<file path="config.mk">
export PLATFORM = sky130hd
export DESIGN_NAME = graphics_escape_recognizer
export DESIGN_NICKNAME = d
export VERILOG_FILES = /design/src/design/ger_pkg.sv /design/src/design/ger_ram.sv /design/src/design/ger_osc_match.sv /design/src/design/ger_out_stage.sv /design/src/design/graphics_escape_recognizer.sv
export SDC_FILE = /design/constraint.sdc
export NUM_CORES = 1
export LEC_CHECK = 0
export BUFFER_PORTS_ARGS = -buffer_cell sky130_fd_sc_hd__buf_2
export CAP_MARGIN = 20
export CORE_UTILIZATION = 51
export CTS_BUF_LIST = sky130_fd_sc_hd__clkbuf_2
export CTS_CLUSTER_SIZE = 30
export DETAILED_ROUTE_END_ITERATION = 7
export HOLD_SLACK_MARGIN = 0.08
export PLACE_DENSITY = 0.67
export REMOVE_ABC_BUFFERS = 1
export SETUP_SLACK_MARGIN = 0.05
export SLEW_MARGIN = 20
export SYNTH_ARGS = -nofsm -noshare
export SYNTH_HDL_FRONTEND = slang
export SYNTH_SLANG_ARGS = --single-unit
</file>
<file path="constraint.sdc">
create_clock -name clk -period 8.3 [get_ports clk]
set_clock_uncertainty 0.2 [all_clocks]
set_input_delay 0.83 -clock clk [delete_from_list [all_inputs] [get_ports clk]]
set_output_delay 0.83 -clock clk [all_outputs]
set_load 0.02 [all_outputs]
</file>
<file path="src/design/ger_pkg.sv">
// Shared types, character codes and the OSC prefix table for the graphics
// escape recognizer. No dependencies; every other design file but ger_ram imports it.
package ger_pkg;

    localparam int PREFIX_MAX = 61;
    localparam int PFX_AW     = $clog2(PREFIX_MAX);
    localparam int LEN_W      = $clog2(PREFIX_MAX + 1);

    localparam int CAP_W = 24;
    localparam logic [CAP_W-1:0] CAP_RESET = 24'h10_0000;

    // Character codes
    localparam logic [7:0] CH_ESC  = 8'h1B;
    localparam logic [7:0] CH_CAN  = 8'h18;
    localparam logic [7:0] CH_SUB  = 8'h1A;
    localparam logic [7:0] CH_BEL  = 8'h07;
    localparam logic [7:0] CH_APC  = 8'h5F;  // '_'
    localparam logic [7:0] CH_OSC  = 8'h5D;  // ']'
    localparam logic [7:0] CH_DCS  = 8'h50;  // 'P'
    localparam logic [7:0] CH_G    = 8'h47;  // 'G'
    localparam logic [7:0] CH_Q    = 8'h71;  // 'q'
    localparam logic [7:0] CH_BSL  = 8'h5C;  // backslash
    localparam logic [7:0] CH_SEMI = 8'h3B;  // ';'
    localparam logic [7:0] CH_0    = 8'h30;
    localparam logic [7:0] CH_9    = 8'h39;

    // Result kinds
    localparam logic [2:0] K_PASS  = 3'd0;
    localparam logic [2:0] K_PARAM = 3'd1;
    localparam logic [2:0] K_BODY  = 3'd2;
    localparam logic [2:0] K_DONE  = 3'd3;
    localparam logic [2:0] K_ABORT = 3'd4;

    // Sequence kinds; the OSC kinds are the pattern number plus one
    localparam logic [2:0] SEQ_APC = 3'd0;
    localparam logic [2:0] SEQ_DCS = 3'd5;

    // OSC file prefixes, right-aligned, zero-padded on the left
    localparam int OSC_N       = 4;
    localparam int OSC_TXT_MAX = 19;
    localparam logic [8*OSC_TXT_MAX-1:0] OSC_TXT [OSC_N] = '{
        "1337;File=",
        "1337;MultipartFile=",
        "1337;FilePart=",
        "1337;FileEnd"
    };
    localparam logic [4:0] OSC_LEN [OSC_N] = '{5'd10, 5'd19, 5'd14, 5'd12};

    typedef struct packed {
        logic [2:0] kind;
        logic [7:0] data;
        logic [2:0] seq;
        logic       ovf;
    } result_t;

    typedef struct packed {
        logic    emit;
        logic    done;
        result_t res;
    } step_t;

    typedef struct packed {
        logic             full;
        logic             possible;
        logic [2:0]       kind;
        logic [OSC_N-1:0] mask;
    } osc_res_t;

    // Character at position idx of OSC prefix k; zero past its end
    function automatic logic [7:0] osc_char(input int k, input logic [LEN_W-1:0] idx);
        int pos;
        pos = int'(OSC_LEN[k]) - 1 - int'(idx);
        if (pos >= 0)
            return OSC_TXT[k][8*pos +: 8];
        return 8'h00;
    endfunction

endpackage

</file>
<file path="src/design/ger_ram.sv">
// Generic single-write, single-read synchronous RAM with registered read data.
// Standalone; no package dependency.
module ger_ram #(
    parameter int WIDTH = 8,
    parameter int DEPTH = 61
) (
    input  logic                     clk,
    input  logic                     wr_en,
    input  logic [$clog2(DEPTH)-1:0] wr_addr,
    input  logic [WIDTH-1:0]         wr_data,
    input  logic                     rd_en,
    input  logic [$clog2(DEPTH)-1:0] rd_addr,
    output logic [WIDTH-1:0]         rd_data
);

    logic [WIDTH-1:0] mem [DEPTH];

    always_ff @(posedge clk)
    begin
        if (wr_en)
        begin
            mem[wr_addr] <= wr_data;
        end
        if (rd_en)
        begin
            rd_data <= mem[rd_addr];
        end
    end

endmodule

</file>
<file path="src/design/ger_osc_match.sv">
// OSC prefix matcher: checks the next byte against the four file prefixes.
// Depends on ger_pkg for the prefix table and the osc_res_t type.
module ger_osc_match import ger_pkg::*; (
    input  logic [OSC_N-1:0] mask,
    input  logic [LEN_W-1:0] len,
    input  logic [7:0]       c,
    output osc_res_t         res
);

    logic [OSC_N-1:0] hit;
    logic [OSC_N-1:0] full;

    // mask holds the prefixes that still agree with every byte held so far
    always_comb
    begin
        res = '0;
        for (int k = 0; k < OSC_N; k++)
        begin
            hit[k]  = mask[k] && (len < LEN_W'(OSC_LEN[k])) && (osc_char(k, len) == c);
            full[k] = hit[k] &&
                      (({1'b0, len} + 1'b1) == (LEN_W + 1)'(OSC_LEN[k]));
        end
        // lowest pattern number wins
        for (int k = OSC_N - 1; k >= 0; k--)
        begin
            if (full[k])
            begin
                res.kind = 3'(k + 1);
            end
        end
        res.full     = |full;
        res.mask     = hit & ~full;
        res.possible = |(hit & ~full);
    end

endmodule

</file>
<file path="src/design/ger_out_stage.sv">
// Result staging: one pending result (to learn which is last) and the output
// register. Depends on ger_pkg for result_t and step_t.
module ger_out_stage import ger_pkg::*; (
    input  logic    clk,
    input  logic    rst_n,
    input  logic    fire,
    input  step_t   step,
    output logic    slot_free,
    output logic    hold,
    input  logic    out_ready,
    output logic    out_valid,
    output result_t out_res,
    output logic    out_last
);

    logic    pend_valid_reg;
    logic    pend_valid_next;
    result_t pend_res_reg;
    result_t pend_res_next;
    logic    out_valid_reg;
    result_t out_res_reg;
    logic    out_last_reg;
    logic    push;
    result_t push_res;
    logic    push_last;

    always_comb
    begin
        slot_free       = !out_valid_reg || out_ready;
        hold            = step.emit && step.done && pend_valid_reg;
        push            = 1'b0;
        push_res        = pend_res_reg;
        push_last       = 1'b0;
        pend_valid_next = pend_valid_reg;
        pend_res_next   = pend_res_reg;
        if (fire)
        begin
            if (step.emit && !step.done)
            begin
                // more may follow: park the new result, release the older one
                push            = pend_valid_reg;
                pend_valid_next = 1'b1;
                pend_res_next   = step.res;
            end
            else if (step.emit && pend_valid_reg)
            begin
                // two to send: drain the pending one first, engine holds
                push            = 1'b1;
                pend_valid_next = 1'b0;
            end
            else if (step.emit)
            begin
                push      = 1'b1;
                push_res  = step.res;
                push_last = 1'b1;
            end
            else if (step.done && pend_valid_reg)
            begin
                push            = 1'b1;
                push_last       = 1'b1;
                pend_valid_next = 1'b0;
            end
        end
    end

    always_ff @(posedge clk or negedge rst_n)
    begin
        if (!rst_n)
        begin
            pend_valid_reg <= 1'b0;
            out_valid_reg  <= 1'b0;
        end
        else
        begin
            pend_valid_reg <= pend_valid_next;
            out_valid_reg  <= push || (out_valid_reg && !out_ready);
        end
    end

    always_ff @(posedge clk)
    begin
        pend_res_reg <= pend_res_next;
        if (push)
        begin
            out_res_reg  <= push_res;
            out_last_reg <= push_last;
        end
    end

    assign out_valid = out_valid_reg;
    assign out_res   = out_res_reg;
    assign out_last  = out_last_reg;

endmodule

</file>
<file path="src/design/graphics_escape_recognizer.sv">
// Graphics escape recognizer top level: parse sequencer, prefix RAM, OSC
// matcher and result staging. Depends on ger_pkg, ger_ram, ger_osc_match, ger_out_stage.

// Filters a terminal byte stream: ordinary bytes come out as passthrough items,
// APC graphics (ESC _ G), OSC file (ESC ] 1337;...) and DCS raster (ESC P..q)
// introducers open a body whose bytes come out tagged with the sequence kind,
// capped at max_body_bytes (written through cfg_wr_en/cfg_wr_data; the user must
// write it only while the block is idle, the block does not enforce this), and a
// finish or abort item closes each body. Every result item leaves through an output
// register and last marks the final item that an input byte causes; a byte that
// causes none produces no item. An ordinary byte, body byte or introducer byte
// leaves the sequencer idle for the next byte while out_ready is high. The byte
// after a stray ESC is rescanned; if it passes through as well, the ESC and the
// byte leave one per cycle behind the pending result. A failed introducer replays
// the ESC, the introducer character and the held prefix bytes, an accepted DCS
// introducer its parameter bytes: the held bytes are replayed one per cycle from
// the prefix RAM (one read port, registered read data) through the single output
// register, which also sets the pace when the sink stalls. The prefix RAM is never
// cleared; only entries written in the current introducer are read back, and a
// write and a read of the same entry never share a cycle.
module graphics_escape_recognizer import ger_pkg::*; (
    input  logic             clk,
    input  logic             rst_n,
    input  logic             cfg_wr_en,
    input  logic [CAP_W-1:0] cfg_wr_data,
    input  logic             in_valid,
    output logic             in_ready,
    input  logic [7:0]       in_byte,
    output logic             out_valid,
    input  logic             out_ready,
    output logic [2:0]       out_kind,
    output logic [7:0]       out_byte,
    output logic [2:0]       seq_kind,
    output logic             body_overflow,
    output logic             last
);

    // Sequencer states
    localparam logic [2:0] E_IDLE    = 3'd0;  // wait for an item, scan it at once
    localparam logic [2:0] E_SCAN    = 3'd1;  // rescan the held byte
    localparam logic [2:0] E_REP_ESC = 3'd2;  // replay the ESC
    localparam logic [2:0] E_REP_2ND = 3'd3;  // replay the introducer character
    localparam logic [2:0] E_STREAM  = 3'd4;  // stream held prefix bytes from RAM

    // Parser states
    localparam logic [2:0] P_GROUND   = 3'd0;
    localparam logic [2:0] P_ESC      = 3'd1;
    localparam logic [2:0] P_APC      = 3'd2;
    localparam logic [2:0] P_OSC      = 3'd3;
    localparam logic [2:0] P_DCS      = 3'd4;
    localparam logic [2:0] P_BODY     = 3'd5;
    localparam logic [2:0] P_BODY_ESC = 3'd6;

    logic [2:0]       eng_reg;
    logic [2:0]       eng_next;
    logic [2:0]       ps_reg;
    logic [2:0]       ps_next;
    logic [2:0]       seq_reg;
    logic [2:0]       seq_next;
    logic [LEN_W-1:0] len_reg;
    logic [LEN_W-1:0] len_next;
    logic [LEN_W-1:0] idx_reg;
    logic [LEN_W-1:0] idx_next;
    logic [OSC_N-1:0] mask_reg;
    logic [OSC_N-1:0] mask_next;
    logic [CAP_W-1:0] count_reg;
    logic [CAP_W-1:0] count_next;
    logic             ovf_reg;
    logic             ovf_next;
    logic             param_reg;
    logic             param_next;
    logic [7:0]       second_reg;
    logic [7:0]       second_next;
    logic [CAP_W-1:0] max_reg;
    logic [7:0]       c_reg;

    logic [7:0]        c;
    step_t             step;
    osc_res_t          osc;
    logic              fire;
    logic              advance;
    logic              slot_free;
    logic              hold;
    logic              wr_req;
    logic              rd_req;
    logic [PFX_AW-1:0] rd_addr;
    logic [7:0]        rd_data;
    logic              is_param;
    logic              osc_body;
    result_t           out_res;

    // The byte under scan: straight from the port when idle, else the held copy
    assign c        = (eng_reg == E_IDLE) ? in_byte : c_reg;
    assign is_param = ((c >= CH_0) && (c <= CH_9)) || (c == CH_SEMI);
    assign osc_body = (seq_reg != SEQ_APC) && (seq_reg != SEQ_DCS);

    assign in_ready = (eng_reg == E_IDLE) && slot_free;
    assign fire     = slot_free && ((eng_reg != E_IDLE) || in_valid);
    assign advance  = fire && !hold;

    ger_osc_match u_osc (
        .mask (mask_reg),
        .len  (len_reg),
        .c    (c),
        .res  (osc)
    );

    ger_ram #(
        .WIDTH (8),
        .DEPTH (PREFIX_MAX)
    ) u_prefix_ram (
        .clk     (clk),
        .wr_en   (advance && wr_req),
        .wr_addr (len_reg[PFX_AW-1:0]),
        .wr_data (c),
        .rd_en   (advance && rd_req),
        .rd_addr (rd_addr),
        .rd_data (rd_data)
    );

    ger_out_stage u_out (
        .clk       (clk),
        .rst_n     (rst_n),
        .fire      (fire),
        .step      (step),
        .slot_free (slot_free),
        .hold      (hold),
        .out_ready (out_ready),
        .out_valid (out_valid),
        .out_res   (out_res),
        .out_last  (last)
    );

    assign out_kind      = out_res.kind;
    assign out_byte      = out_res.data;
    assign seq_kind      = out_res.seq;
    assign body_overflow = out_res.ovf;

    // One step of the sequencer: at most one result per cycle
    always_comb
    begin
        eng_next    = eng_reg;
        ps_next     = ps_reg;
        seq_next    = seq_reg;
        len_next    = len_reg;
        idx_next    = idx_reg;
        mask_next   = mask_reg;
        count_next  = count_reg;
        ovf_next    = ovf_reg;
        param_next  = param_reg;
        second_next = second_reg;
        step        = '0;
        wr_req      = 1'b0;
        rd_req      = 1'b0;
        rd_addr     = '0;

        unique case (eng_reg)
            E_IDLE, E_SCAN:
            begin
                eng_next  = E_IDLE;
                step.done = 1'b1;
                unique case (ps_reg)
                    P_GROUND:
                    begin
                        if (c == CH_ESC)
                        begin
                            ps_next = P_ESC;
                        end
                        else
                        begin
                            step.emit = 1'b1;
                            step.res  = '{kind: K_PASS, data: c, seq: '0, ovf: 1'b0};
                        end
                    end
                    P_ESC:
                    begin
                        if (c == CH_APC)
                        begin
                            ps_next = P_APC;
                        end
                        else if (c == CH_OSC)
                        begin
                            len_next  = '0;
                            mask_next = '1;
                            ps_next   = P_OSC;
                        end
                        else if (c == CH_DCS)
                        begin
                            len_next = '0;
                            ps_next  = P_DCS;
                        end
                        else
                        begin
                            // lone ESC: pass it, then look at this byte again
                            step.emit = 1'b1;
                            step.done = 1'b0;
                            step.res  = '{kind: K_PASS, data: CH_ESC, seq: '0, ovf: 1'b0};
                            ps_next   = P_GROUND;
                            eng_next  = E_SCAN;
                        end
                    end
                    P_APC:
                    begin
                        if (c == CH_G)
                        begin
                            seq_next   = SEQ_APC;
                            count_next = '0;
                            ovf_next   = 1'b0;
                            ps_next    = P_BODY;
                        end
                        else
                        begin
                            step.done   = 1'b0;
                            len_next    = '0;
                            second_next = CH_APC;
                            eng_next    = E_REP_ESC;
                        end
                    end
                    P_OSC:
                    begin
                        if (osc.full)
                        begin
                            seq_next   = osc.kind;
                            count_next = '0;
                            ovf_next   = 1'b0;
                            ps_next    = P_BODY;
                        end
                        else if (osc.possible && (len_reg < LEN_W'(PREFIX_MAX)))
                        begin
                            wr_req    = 1'b1;
                            len_next  = len_reg + 1'b1;
                            mask_next = osc.mask;
                        end
                        else
                        begin
                            step.done   = 1'b0;
                            second_next = CH_OSC;
                            eng_next    = E_REP_ESC;
                        end
                    end
                    P_DCS:
                    begin
                        if (is_param && (len_reg < LEN_W'(PREFIX_MAX)))
                        begin
                            wr_req   = 1'b1;
                            len_next = len_reg + 1'b1;
                        end
                        else if (!is_param && (c == CH_Q))
                        begin
                            seq_next   = SEQ_DCS;
                            count_next = '0;
                            ovf_next   = 1'b0;
                            ps_next    = P_BODY;
                            if (len_reg != '0)
                            begin
                                // send the parameter bytes out of the RAM
                                step.done  = 1'b0;
                                rd_req     = 1'b1;
                                idx_next   = '0;
                                param_next = 1'b1;
                                eng_next   = E_STREAM;
                            end
                        end
                        else
                        begin
                            step.done   = 1'b0;
                            second_next = CH_DCS;
                            eng_next    = E_REP_ESC;
                        end
                    end
                    P_BODY:
                    begin
                        if (c == CH_ESC)
                        begin
                            ps_next = P_BODY_ESC;
                        end
                        else if ((c == CH_CAN) || (c == CH_SUB) ||
                                 (osc_body && (c == CH_BEL)))
                        begin
                            step.emit     = 1'b1;
                            step.res.kind = (c == CH_BEL) ? K_DONE : K_ABORT;
                            step.res.seq  = seq_reg;
                            step.res.ovf  = ovf_reg;
                            count_next    = '0;
                            ovf_next      = 1'b0;
                            ps_next       = P_GROUND;
                        end
                        else if (!ovf_reg)
                        begin
                            if (count_reg >= max_reg)
                            begin
                                // over the cap: drop this and every later body byte
                                ovf_next = 1'b1;
                            end
                            else
                            begin
                                count_next = count_reg + 1'b1;
                                step.emit  = 1'b1;
                                step.res   = '{kind: K_BODY, data: c, seq: seq_reg, ovf: 1'b0};
                            end
                        end
                    end
                    P_BODY_ESC:
                    begin
                        step.emit    = 1'b1;
                        step.res.seq = seq_reg;
                        step.res.ovf = ovf_reg;
                        count_next   = '0;
                        ovf_next     = 1'b0;
                        if (c == CH_BSL)
                        begin
                            step.res.kind = K_DONE;
                            ps_next       = P_GROUND;
                        end
                        else
                        begin
                            // stray ESC aborts; this byte then follows an ESC
                            step.res.kind = K_ABORT;
                            step.done     = 1'b0;
                            ps_next       = P_ESC;
                            eng_next      = E_SCAN;
                        end
                    end
                    default:
                    begin
                        step.done = 1'b0;
                        ps_next   = P_GROUND;
                        eng_next  = E_SCAN;
                    end
                endcase
            end
            E_REP_ESC:
            begin
                step.emit = 1'b1;
                step.res  = '{kind: K_PASS, data: CH_ESC, seq: '0, ovf: 1'b0};
                eng_next  = E_REP_2ND;
            end
            E_REP_2ND:
            begin
                step.emit = 1'b1;
                step.res  = '{kind: K_PASS, data: second_reg, seq: '0, ovf: 1'b0};
                if (len_reg != '0)
                begin
                    rd_req     = 1'b1;
                    idx_next   = '0;
                    param_next = 1'b0;
                    eng_next   = E_STREAM;
                end
                else
                begin
                    ps_next  = P_GROUND;
                    eng_next = E_SCAN;
                end
            end
            E_STREAM:
            begin
                step.emit     = 1'b1;
                step.res.data = rd_data;
                if (param_reg)
                begin
                    step.res.kind = K_PARAM;
                    step.res.seq  = SEQ_DCS;
                end
                else
                begin
                    step.res.kind = K_PASS;
                end
                if (((LEN_W + 1)'(idx_reg) + 1'b1) < (LEN_W + 1)'(len_reg))
                begin
                    rd_req   = 1'b1;
                    rd_addr  = PFX_AW'(idx_reg + 1'b1);
                    idx_next = idx_reg + 1'b1;
                end
                else if (param_reg)
                begin
                    step.done = 1'b1;
                    eng_next  = E_IDLE;
                end
                else
                begin
                    // replay finished: rescan the byte that broke the introducer
                    ps_next  = P_GROUND;
                    eng_next = E_SCAN;
                end
            end
            default:
            begin
                eng_next = E_IDLE;
            end
        endcase
    end

    always_ff @(posedge clk or negedge rst_n)
    begin
        if (!rst_n)
        begin
            eng_reg    <= E_IDLE;
            ps_reg     <= P_GROUND;
            seq_reg    <= SEQ_APC;
            len_reg    <= '0;
            idx_reg    <= '0;
            mask_reg   <= '0;
            count_reg  <= '0;
            ovf_reg    <= 1'b0;
            param_reg  <= 1'b0;
            second_reg <= '0;
            max_reg    <= CAP_RESET;
        end
        else
        begin
            if (advance)
            begin
                eng_reg    <= eng_next;
                ps_reg     <= ps_next;
                seq_reg    <= seq_next;
                len_reg    <= len_next;
                idx_reg    <= idx_next;
                mask_reg   <= mask_next;
                count_reg  <= count_next;
                ovf_reg    <= ovf_next;
                param_reg  <= param_next;
                second_reg <= second_next;
            end
            if (cfg_wr_en)
            begin
                max_reg <= cfg_wr_data;
            end
        end
    end

    // Hold the accepted byte for rescans
    always_ff @(posedge clk)
    begin
        if (in_valid && in_ready)
        begin
            c_reg <= in_byte;
        end
    end

    a_len_bound: assert property (@(posedge clk) disable iff (!rst_n)
        len_reg <= LEN_W'(PREFIX_MAX))
        else $error("prefix length beyond RAM depth");

    a_ovf_in_body: assert property (@(posedge clk) disable iff (!rst_n)
        ovf_reg |-> (ps_reg == P_BODY) || (ps_reg == P_BODY_ESC))
        else $error("overflow flag set outside a body");

    a_stream_idx: assert property (@(posedge clk) disable iff (!rst_n)
        (eng_reg == E_STREAM) |-> (len_reg != '0) && (idx_reg < len_reg))
        else $error("prefix stream index out of range");

    a_idle_no_pending: assert property (@(posedge clk) disable iff (!rst_n)
        in_ready |-> !hold)
        else $error("pending result left over when a new item is taken");

endmodule
</file>
# Word level (Yosys, flattened, before mapping)
# Memory sizes are Yosys's and may differ from the RTL's. A register that Yosys moved wholly into a read port is not among the register bits.
# Cells that the tools add are included.
# Widths: inputs -> output; s select.
dict set report op_classes {
  bitwise_logic 3
  n_reduce_logical 71
  shifts 4
  order_cmp 13
  mux 163
  n_addsub 9
  eq_ne 62
}
# operator count
set op_table {}
lappend op_table {{$shiftx 152x32->8 const A} 4}
lappend op_table {{$mux 24} 8}
lappend op_table {{$ge 32x1->1 const B} 4}
lappend op_table {{$mux 8} 15}
lappend op_table {{$pmux 24 s5} 1}
lappend op_table {{$mux 3} 28}
lappend op_table {{$mux 6} 14}
lappend op_table {{$mux 15} 5}
lappend op_table {{$mux 1} 57}
lappend op_table {{$pmux 14 s4} 1}
lappend op_table {{$mux 17} 3}
lappend op_table {{$eq 8x7->1 const B} 6}
lappend op_table {{$pmux 8 s3} 2}
lappend op_table {{$ne 2x2->1 const B} 21}
lappend op_table {{$eq 8x8->1} 4}
lappend op_table {{$logic_and 1x1->1} 30}
lappend op_table {{$ne 3x3->1 const B} 10}
lappend op_table {{$mux 14} 2}
lappend op_table {{$add 24x1->24 const B} 1}
lappend op_table {{$eq 8x5->1 const B} 3}
lappend op_table {{$ge 24x24->1} 1}
lappend op_table {{$pmux 3 s4} 2}
lappend op_table {{$pmux 6 s4} 1}
lappend op_table {{$eq 7x4->1 const B} 3}
lappend op_table {{54 further kinds} 99}
dict set report word_totals {
  out_inout_bits 18
  reg_bits 124
  mem_bits_rw 488
  word_cells 349
  memories 1
}
# name depth word_bits rd rd_clocked_by_memory_dff write_ports line
set memory_table {}
lappend memory_table {u_prefix_ram.mem 61 8 1 1 1 ger_ram.sv:16} ;# logic [WIDTH-1:0] mem [DEPTH];

# Logic depth before layout (Yosys ltp)
dict set report depth {
  depth_word 22
  mapped_depth 20
  mapped_depth_nobuf 14
}

# Hierarchy
# Synthesis repeated with hierarchy kept, for this count alone.
dict set report hier_totals {
  cells_unflattened 2043
  area_unflattened_um2 28997.8
}
# module n_inst area_each_um2 cells_each
set modules_own_cells {}
lappend modules_own_cells {ger_ram 1 19209.7 891}
lappend modules_own_cells {graphics_escape_recognizer 1 6068.3 721}
lappend modules_own_cells {ger_osc_match 1 2421.1 367}
lappend modules_own_cells {ger_out_stage 1 1298.7 64}

# Least setup slack after synthesis
# OpenSTA, ideal clock, no wires.
dict set report synth_path {
  kind {register to register}
  from {register eng_reg[1]}
  to {memory u_prefix_ram.mem[13][0], enable pin}
  setup_slack_ps 2671
  path_buffers 3
  path_stages_with_launch 15
  setup_time_ps 395
  arrival_time_ps 5034
  cell_sequence {dfrtp_1 -> buf_6 -> nor3_4 -> buf_6 -> mux2i_1 -> clkinv_1 -> or3_1 -> a21oi_1 -> o2111a_1 -> and2_1 -> nor4_1 -> o21ai_0 -> nand2_1 -> clkbuf_1 -> nor4_1}
}
dict set report synth_via {
  elab_chain_cells 20
  elab_cells_between_ends 76
}
# item line
set synth_rtl {}
lappend synth_rtl {{start: declaration} graphics_escape_recognizer.sv:54} ;# logic [2:0] eng_reg;
lappend synth_rtl {{start signal: assignment} graphics_escape_recognizer.sv:413} ;# eng_reg <= eng_next;
lappend synth_rtl {{$logic_not 3->1 (*)} graphics_escape_recognizer.sv:93} ;# assign c = (eng_reg == E_IDLE) ? in_byte : c_reg;
lappend synth_rtl {{$mux 8 (*)} graphics_escape_recognizer.sv:93}
lappend synth_rtl {{named net c[1]} graphics_escape_recognizer.sv:77} ;# logic [7:0] c;
lappend synth_rtl {{parallel branches: the longest is 15 deep, another holds $ge 8x6->1} -}
lappend synth_rtl {{$logic_and 1x1->1 (*)} graphics_escape_recognizer.sv:113} ;# .wr_en (advance && wr_req),
lappend synth_rtl {{$mux 1 (*)} ger_ram.sv:20} ;# if (wr_en)
lappend synth_rtl {{$mux 1 (not written as such) (*)} ger_ram.sv:22} ;# mem[wr_addr] <= wr_data;
lappend synth_rtl {{end: declaration} ger_ram.sv:16}
# Mark *: on every way through the listed nets, which the timed path passes.

# Final worst setup path
dict set report layout_path {
  from {register len_reg[2]}
  to {memory u_prefix_ram.mem[24][4], enable pin}
}
dict set report layout_via {
  elab_chain_cells 22
  elab_cells_between_ends 77
}
# item line
set layout_rtl {}
lappend layout_rtl {{start: declaration} graphics_escape_recognizer.sv:60} ;# logic [LEN_W-1:0] len_reg;
lappend layout_rtl {{start signal: assignment} graphics_escape_recognizer.sv:416} ;# len_reg <= len_next;
lappend layout_rtl {{$sub 4x6->7 or $sub 5x6->7 (tied branches)} ger_pkg.sv:72} ;# pos = int'(OSC_LEN[k]) - 1 - int'(idx);
lappend layout_rtl {{$ge 32x1->1 or $shiftx 152x32->8 (tied branches)} {ger_pkg.sv:73, ger_pkg.sv:74}}
lappend layout_rtl {{$mux 1 or $mux 8 (tied branches)} ger_pkg.sv:73} ;# if (pos >= 0)
lappend layout_rtl {{$mux 8} ger_pkg.sv:75} ;# return 8'h00;
lappend layout_rtl {{$eq 8x8->1} ger_osc_match.sv:19} ;# hit[k] = mask[k] && (len < LEN_W'(OSC_LEN[k])) && (osc_char(k, len) == c);
lappend layout_rtl {{$logic_and 1x1->1} ger_osc_match.sv:19}
lappend layout_rtl {{$logic_and 1x1->1} ger_osc_match.sv:20} ;# full[k] = hit[k] &&
lappend layout_rtl {{$not 4->4} ger_osc_match.sv:33} ;# res.possible = |(hit & ~full);
lappend layout_rtl {{[5 not listed]} -}
lappend layout_rtl {{$pmux 1 s6} graphics_escape_recognizer.sv:162} ;# unique case (ps_reg)
lappend layout_rtl {{$pmux 1 s2} graphics_escape_recognizer.sv:157} ;# unique case (eng_reg)
lappend layout_rtl {{$logic_and 1x1->1 (2 in series)} ger_out_stage.sv:30} ;# hold = step.emit && step.done && pend_valid_reg;
lappend layout_rtl {{$logic_not 1->1} graphics_escape_recognizer.sv:99} ;# assign advance = fire && !hold;
lappend layout_rtl {{$logic_and 1x1->1} graphics_escape_recognizer.sv:99}
lappend layout_rtl {{$logic_and 1x1->1} graphics_escape_recognizer.sv:113}
lappend layout_rtl {{$mux 1} ger_ram.sv:20}
lappend layout_rtl {{$mux 1 (not written as such)} ger_ram.sv:22}
# Parallel ways exist; a longest one is shown, timed or not. The select of a mux whose other input is x is not followed.

==> impl_results.html <==
<table>
<tr><th>Metric</th><th>Value</th></tr>
<tr><th colspan="2">Finish</th></tr>
<tr><td>Growth of design area from synthesis to finish</td><td>13.4%</td></tr>
<tr><td>Filler Cells Inserted</td><td>4,673</td></tr>
<tr><td>Proportion of layout cells with a drive suffix above 1</td><td>0.155</td></tr>
<tr><td>Post-layout net count</td><td>2,870</td></tr>
<tr><td>Max reg flops</td><td>488</td></tr>
<tr><th colspan="2">Power and ir drop</th></tr>
<tr><td>Register share of total power</td><td>0.440</td></tr>
<tr><td>Portion of total power attributed to the clock network</td><td>0.224</td></tr>
<tr><td>Leakage power figure</td><td>12.2 nW</td></tr>
<tr><td>Combinational Power Share</td><td>0.336</td></tr>
<tr><td>Internal Power</td><td>5.89 mW</td></tr>
<tr><td>Net switching fraction of the power</td><td>0.382</td></tr>
<tr><td>VDD IR max</td><td>0.000258 V</td></tr>
<tr><td>Cell area power density</td><td>289 mW/mm²</td></tr>
<tr><td>Switching pwr</td><td>3.63 mW</td></tr>
<tr><th colspan="2">Critical path</th></tr>
<tr><td>Setup Crit Path Kind</td><td>register to register</td></tr>
<tr><td>Data arrival time of the critical path</td><td>7640 ps</td></tr>
<tr><td>Endpoint kind of the worst setup timing path</td><td>register</td></tr>
<tr><td>Beginning of the critical path</td><td>len_reg[2]</td></tr>
<tr><td>CP startpoint kind</td><td>register</td></tr>
<tr><td>Data required time of the worst path</td><td>8990 ps</td></tr>
<tr><td>Max Fanout on Critical Path</td><td>19</td></tr>
<tr><td>Startpoint of the worst register-to-register path</td><td>len_reg[2]</td></tr>
<tr><th colspan="2">Floorplanning</th></tr>
<tr><td>Total I/O pin count</td><td>55</td></tr>
<tr><td>Core Footprint</td><td>0.0564 mm²</td></tr>
<tr><td>Die span in y</td><td>241 µm</td></tr>
<tr><td>Die outline area</td><td>0.0579 mm²</td></tr>
<tr><td>Die width</td><td>241 µm</td></tr>
<tr><td>Initial Utilization</td><td>0.515</td></tr>
<tr><td>Number of placement rows</td><td>87</td></tr>
<tr><th colspan="2">Timing</th></tr>
<tr><td>Setup violation total in the final timing report</td><td>0</td></tr>
<tr><td>Hold WS</td><td>320 ps</td></tr>
<tr><td>Setup repair after global routing missed its margin</td><td>no</td></tr>
<tr><td>Hold Fails Final Rpt</td><td>0</td></tr>
<tr><td>Total Neg Setup Slack</td><td>0 ps</td></tr>
<tr><td>Slew at the pin closest to its max-slew limit</td><td>1130 ps</td></tr>
<tr><td>Period utilisation layout</td><td>0.837</td></tr>
<tr><td>Final critical-path required period</td><td>6950 ps</td></tr>
<tr><td>Highest Clock Rate</td><td>144 MHz</td></tr>
<tr><td>Remaining max-slew budget at the tightest pin</td><td>0.238</td></tr>
<tr><td>Max-slew violations</td><td>0</td></tr>
<tr><th colspan="2">CTS</th></tr>
<tr><td>Clk_lat worst skew</td><td>1350 ps</td></tr>
<tr><td>Clock tree from TritonCTS</td><td>built</td></tr>
<tr><td>Post-CTS setup-driven buffer insertion count</td><td>0</td></tr>
<tr><td>Max clock buf depth</td><td>3</td></tr>
<tr><td>Total number of H-tree levels</td><td>4</td></tr>
<tr><td>Clock buffer count from CTS</td><td>154</td></tr>
<tr><td>Clk pin slew, worst setup/hold paths</td><td>90 ps</td></tr>
<tr><td>Master cell of the clock root buffer</td><td>sky130_fd_sc_hd__clkbuf_2</td></tr>
<tr><td>Num Clock Sinks</td><td>615</td></tr>
<tr><th colspan="2">Global route</th></tr>
<tr><td>Global-route total usage across every layer</td><td>0.300</td></tr>
<tr><td>Number of global-route vias before repair</td><td>22,440</td></tr>
<tr><td>Number of antenna violations at the first check in global routing</td><td>4</td></tr>
<tr><td>Largest net degree at the start of global routing</td><td>98</td></tr>
<tr><td>First-pass GRT wire length</td><td>130,000 µm</td></tr>
<tr><td>Total grt overflow</td><td>0</td></tr>
<tr><th colspan="2">Drt</th></tr>
<tr><td>Average wire per standard cell</td><td>23.3 µm</td></tr>
<tr><td>First-iteration detailed-routing DRC count</td><td>2,048</td></tr>
<tr><td>Overall via count from detail_route</td><td>22,630</td></tr>
<tr><td>Number of nets with antenna violations after detailed routing</td><td>0</td></tr>
<tr><td>Routed WL</td><td>85,200 µm</td></tr>
<tr><td>Count of unresolved DRC violations after routing</td><td>0</td></tr>
<tr><td>Number of vias per cell</td><td>6.18</td></tr>
<tr><td>Pre-Repair DR Iteration Count</td><td>8</td></tr>
<tr><th colspan="2">Worst hold path</th></tr>
<tr><td>Worst hold path startpoint</td><td>mask_reg[0]</td></tr>
<tr><td>Class of the tightest hold or removal check</td><td>register to register</td></tr>
<tr><th colspan="2">Synth</th></tr>
<tr><td>Cell count after synthesis</td><td>2,543</td></tr>
<tr><td>Number of warnings issued by yosys</td><td>0</td></tr>
<tr><td>Seq/Total Area, Yosys</td><td>0.622</td></tr>
<tr><td>Library cells used by synthesis</td><td>91</td></tr>
<tr><td>Proportion of register bits with asynchronous set or reset after synthesis</td><td>0.130</td></tr>
<tr><td>Number of flops mapped to enable cells by yosys</td><td>535</td></tr>
<tr><td>Cell types occupying the most area after synthesis</td><td>sky130_fd_sc_hd__edfxtp_1 (55%), sky130_fd_sc_hd__dfrtp_1 (6.8%), sky130_fd_sc_hd__nand2_1 (4.6%)</td></tr>
<tr><td>Synthesized area</td><td>0.0291 mm²</td></tr>
<tr><td>Synthesized area divided by synthesized cell count</td><td>11.4 µm²</td></tr>
<tr><td>Top-area cell type share of the netlist area</td><td>0.553</td></tr>
<tr><td>Dominant cell type by area after synthesis</td><td>sky130_fd_sc_hd__edfxtp_1</td></tr>
<tr><td>Leading register cell type out of synthesis</td><td>sky130_fd_sc_hd__edfxtp_1</td></tr>
<tr><td>Leading cell type by number of instances after synthesis</td><td>sky130_fd_sc_hd__edfxtp_1</td></tr>
<tr><td>Leading cell types by count after synthesis</td><td>sky130_fd_sc_hd__edfxtp_1 (535), sky130_fd_sc_hd__nand2_1 (354), sky130_fd_sc_hd__nand3_1 (161), sky130_fd_sc_hd__nor2_1 (156), sky130_fd_sc_hd__a21oi_1 (137)</td></tr>
<tr><td>Number of storage elements in the synthesis netlist</td><td>615</td></tr>
<tr><th colspan="2">Flow run</th></tr>
<tr><td>Total of max-cap violations</td><td>0</td></tr>
<tr><th colspan="2">Place</th></tr>
<tr><td>Routability congestion estimate from global placement</td><td>0.905</td></tr>
<tr><td># port buffers</td><td>54</td></tr>
<tr><td>HPWL Detailed</td><td>50,700 µm</td></tr>
<tr><th colspan="2">Outcome</th></tr>
<tr><td>Status</td><td>complete, no violations</td></tr>
</table>
## through the flow
step           power, mW  area [µm²]  setup WS [ps]  cells  utilization
2_1_floorplan       6.16       28400          -2270   2387            -
3_3_place_gp        7.28       30200           1700   3268        0.536
3_5_place_dp        7.32       30200           1480   3268        0.536
4_1_cts             9.49       32900           1430   3656        0.583
5_1_grt             9.97       33000            995   3663        0.584
6_report            9.52       33000           1350   3664        0.585
## cells in the final DEF (no fill, tap or decap), types with 10 or more instances in the layout
cell type,instances
sky130_fd_sc_hd__a211o_1,10
sky130_fd_sc_hd__a211oi_1,18
sky130_fd_sc_hd__a21oi_1,137
sky130_fd_sc_hd__a31oi_1,21
sky130_fd_sc_hd__and2_1,10
sky130_fd_sc_hd__and3_1,47
sky130_fd_sc_hd__buf_2,53
sky130_fd_sc_hd__buf_4,71
sky130_fd_sc_hd__clkbuf_2,215
sky130_fd_sc_hd__clkinv_1,40
sky130_fd_sc_hd__dfrtp_1,79
sky130_fd_sc_hd__dlygate4sd3_1,117
sky130_fd_sc_hd__edfxtp_1,535
sky130_fd_sc_hd__ha_1,47
sky130_fd_sc_hd__inv_1,55
sky130_fd_sc_hd__mux2_2,20
sky130_fd_sc_hd__mux2_4,10
sky130_fd_sc_hd__mux2i_1,39
sky130_fd_sc_hd__nand2_1,354
sky130_fd_sc_hd__nand2b_1,22
sky130_fd_sc_hd__nand3_1,159
sky130_fd_sc_hd__nand4_1,24
sky130_fd_sc_hd__nor2_1,154
sky130_fd_sc_hd__nor2b_1,10
sky130_fd_sc_hd__nor3_1,85
sky130_fd_sc_hd__nor3_2,14
sky130_fd_sc_hd__nor4_1,33
sky130_fd_sc_hd__o2111ai_1,14
sky130_fd_sc_hd__o211a_1,10
sky130_fd_sc_hd__o211ai_1,67
sky130_fd_sc_hd__o21ai_0,123
sky130_fd_sc_hd__o221ai_1,33
sky130_fd_sc_hd__o31ai_1,24
sky130_fd_sc_hd__or3_1,43
sky130_fd_sc_hd__or4_1,11
sky130_fd_sc_hd__xnor2_1,28
## path summary, 6_finish.rpt
path                                           end  slack, ps  cells after the start
max in group asynchronous              max_reg[20]       6630                      4
hold reg to reg                        mask_reg[0]        320                      1
setup / recovery           u_prefix_ram.mem[24][4]       1350                     13
hold / removal                         mask_reg[0]        320                      1
min in group asynchronous            count_reg[11]        570                      4
setup reg to reg           u_prefix_ram.mem[24][4]       1350                     13
## layout make-up
| class | instances | area, µm² | share of cell area |
|---|---|---|---|
| clock buffers | 215 | 1080 | 0.0326 |
| clock inverters | 56 | 393 | 0.0119 |
| diodes | 7 | 17.5 | 0.000531 |
| flip-flops and latches | 615 | 18100 | 0.548 |
| well taps | 756 | 946 | 0.0287 |
| repair buffers | 243 | 1990 | 0.0604 |
| multi-input cells | 1705 | 10200 | 0.310 |
| inverters | 67 | 253 | 0.00767 |
## power by group through the flow
stage / sequential [mW] / combinational [mW] / clock (mW)
global route: 4.21 / 3.43 / 2.33
detailed placement: 4.25 / 3.07 / 0
floorplan: 4.29 / 1.87 / 0
CTS: 4.18 / 3.14 / 2.17
global placement: 4.24 / 3.04 / 0
finish: 4.19 / 3.20 / 2.13
## worst max-delay path, cell delays in order (launching register included)
cell and delay [ps]:
sky130_fd_sc_hd__dfrtp_1 740, sky130_fd_sc_hd__clkinv_1 610, sky130_fd_sc_hd__ha_1 510, sky130_fd_sc_hd__nor2b_1 190, sky130_fd_sc_hd__o21ai_1 410, sky130_fd_sc_hd__a211oi_1 220
sky130_fd_sc_hd__o31a_1 360, sky130_fd_sc_hd__o211a_1 210, sky130_fd_sc_hd__o32ai_1 370, sky130_fd_sc_hd__or3_1 290, sky130_fd_sc_hd__nand2_1 110, sky130_fd_sc_hd__o21ai_0 540
sky130_fd_sc_hd__nand4_1 860, sky130_fd_sc_hd__nor2_1 870
## cells by family (layout without fill, tap and decap cells)
group | after synthesis | count (layout) | share of synthesized area
compound gates | 546 | 546 | 0.125
flops | 615 | 615 | 0.622
other cells | 0 | 7 | 0
fa+ha+maj | 47 | 47 | 0.0202
simple gates | 1010 | 1010 | 0.166
mux | 69 | 69 | 0.0264
xor+xnor | 33 | 33 | 0.00995
buf+inv | 223 | 581 | 0.0310
## metal layers
layer  track usage  share of wire  up-vias  wire [µm]
li1              -              -    10193          -
met1         0.385           0.40    10969      34100
met2         0.484           0.48     1179      40700
met3        0.0642          0.077      289       6580
met4         0.152          0.046        0       3890
met5             0              0        -          0
## what timing repair did
action / CTS / global route
hold buffers: 117 / 0
resized for setup: 0 / 0
hold endpoints to repair: 130 / 0
Power figures use the tool's default switching activity.
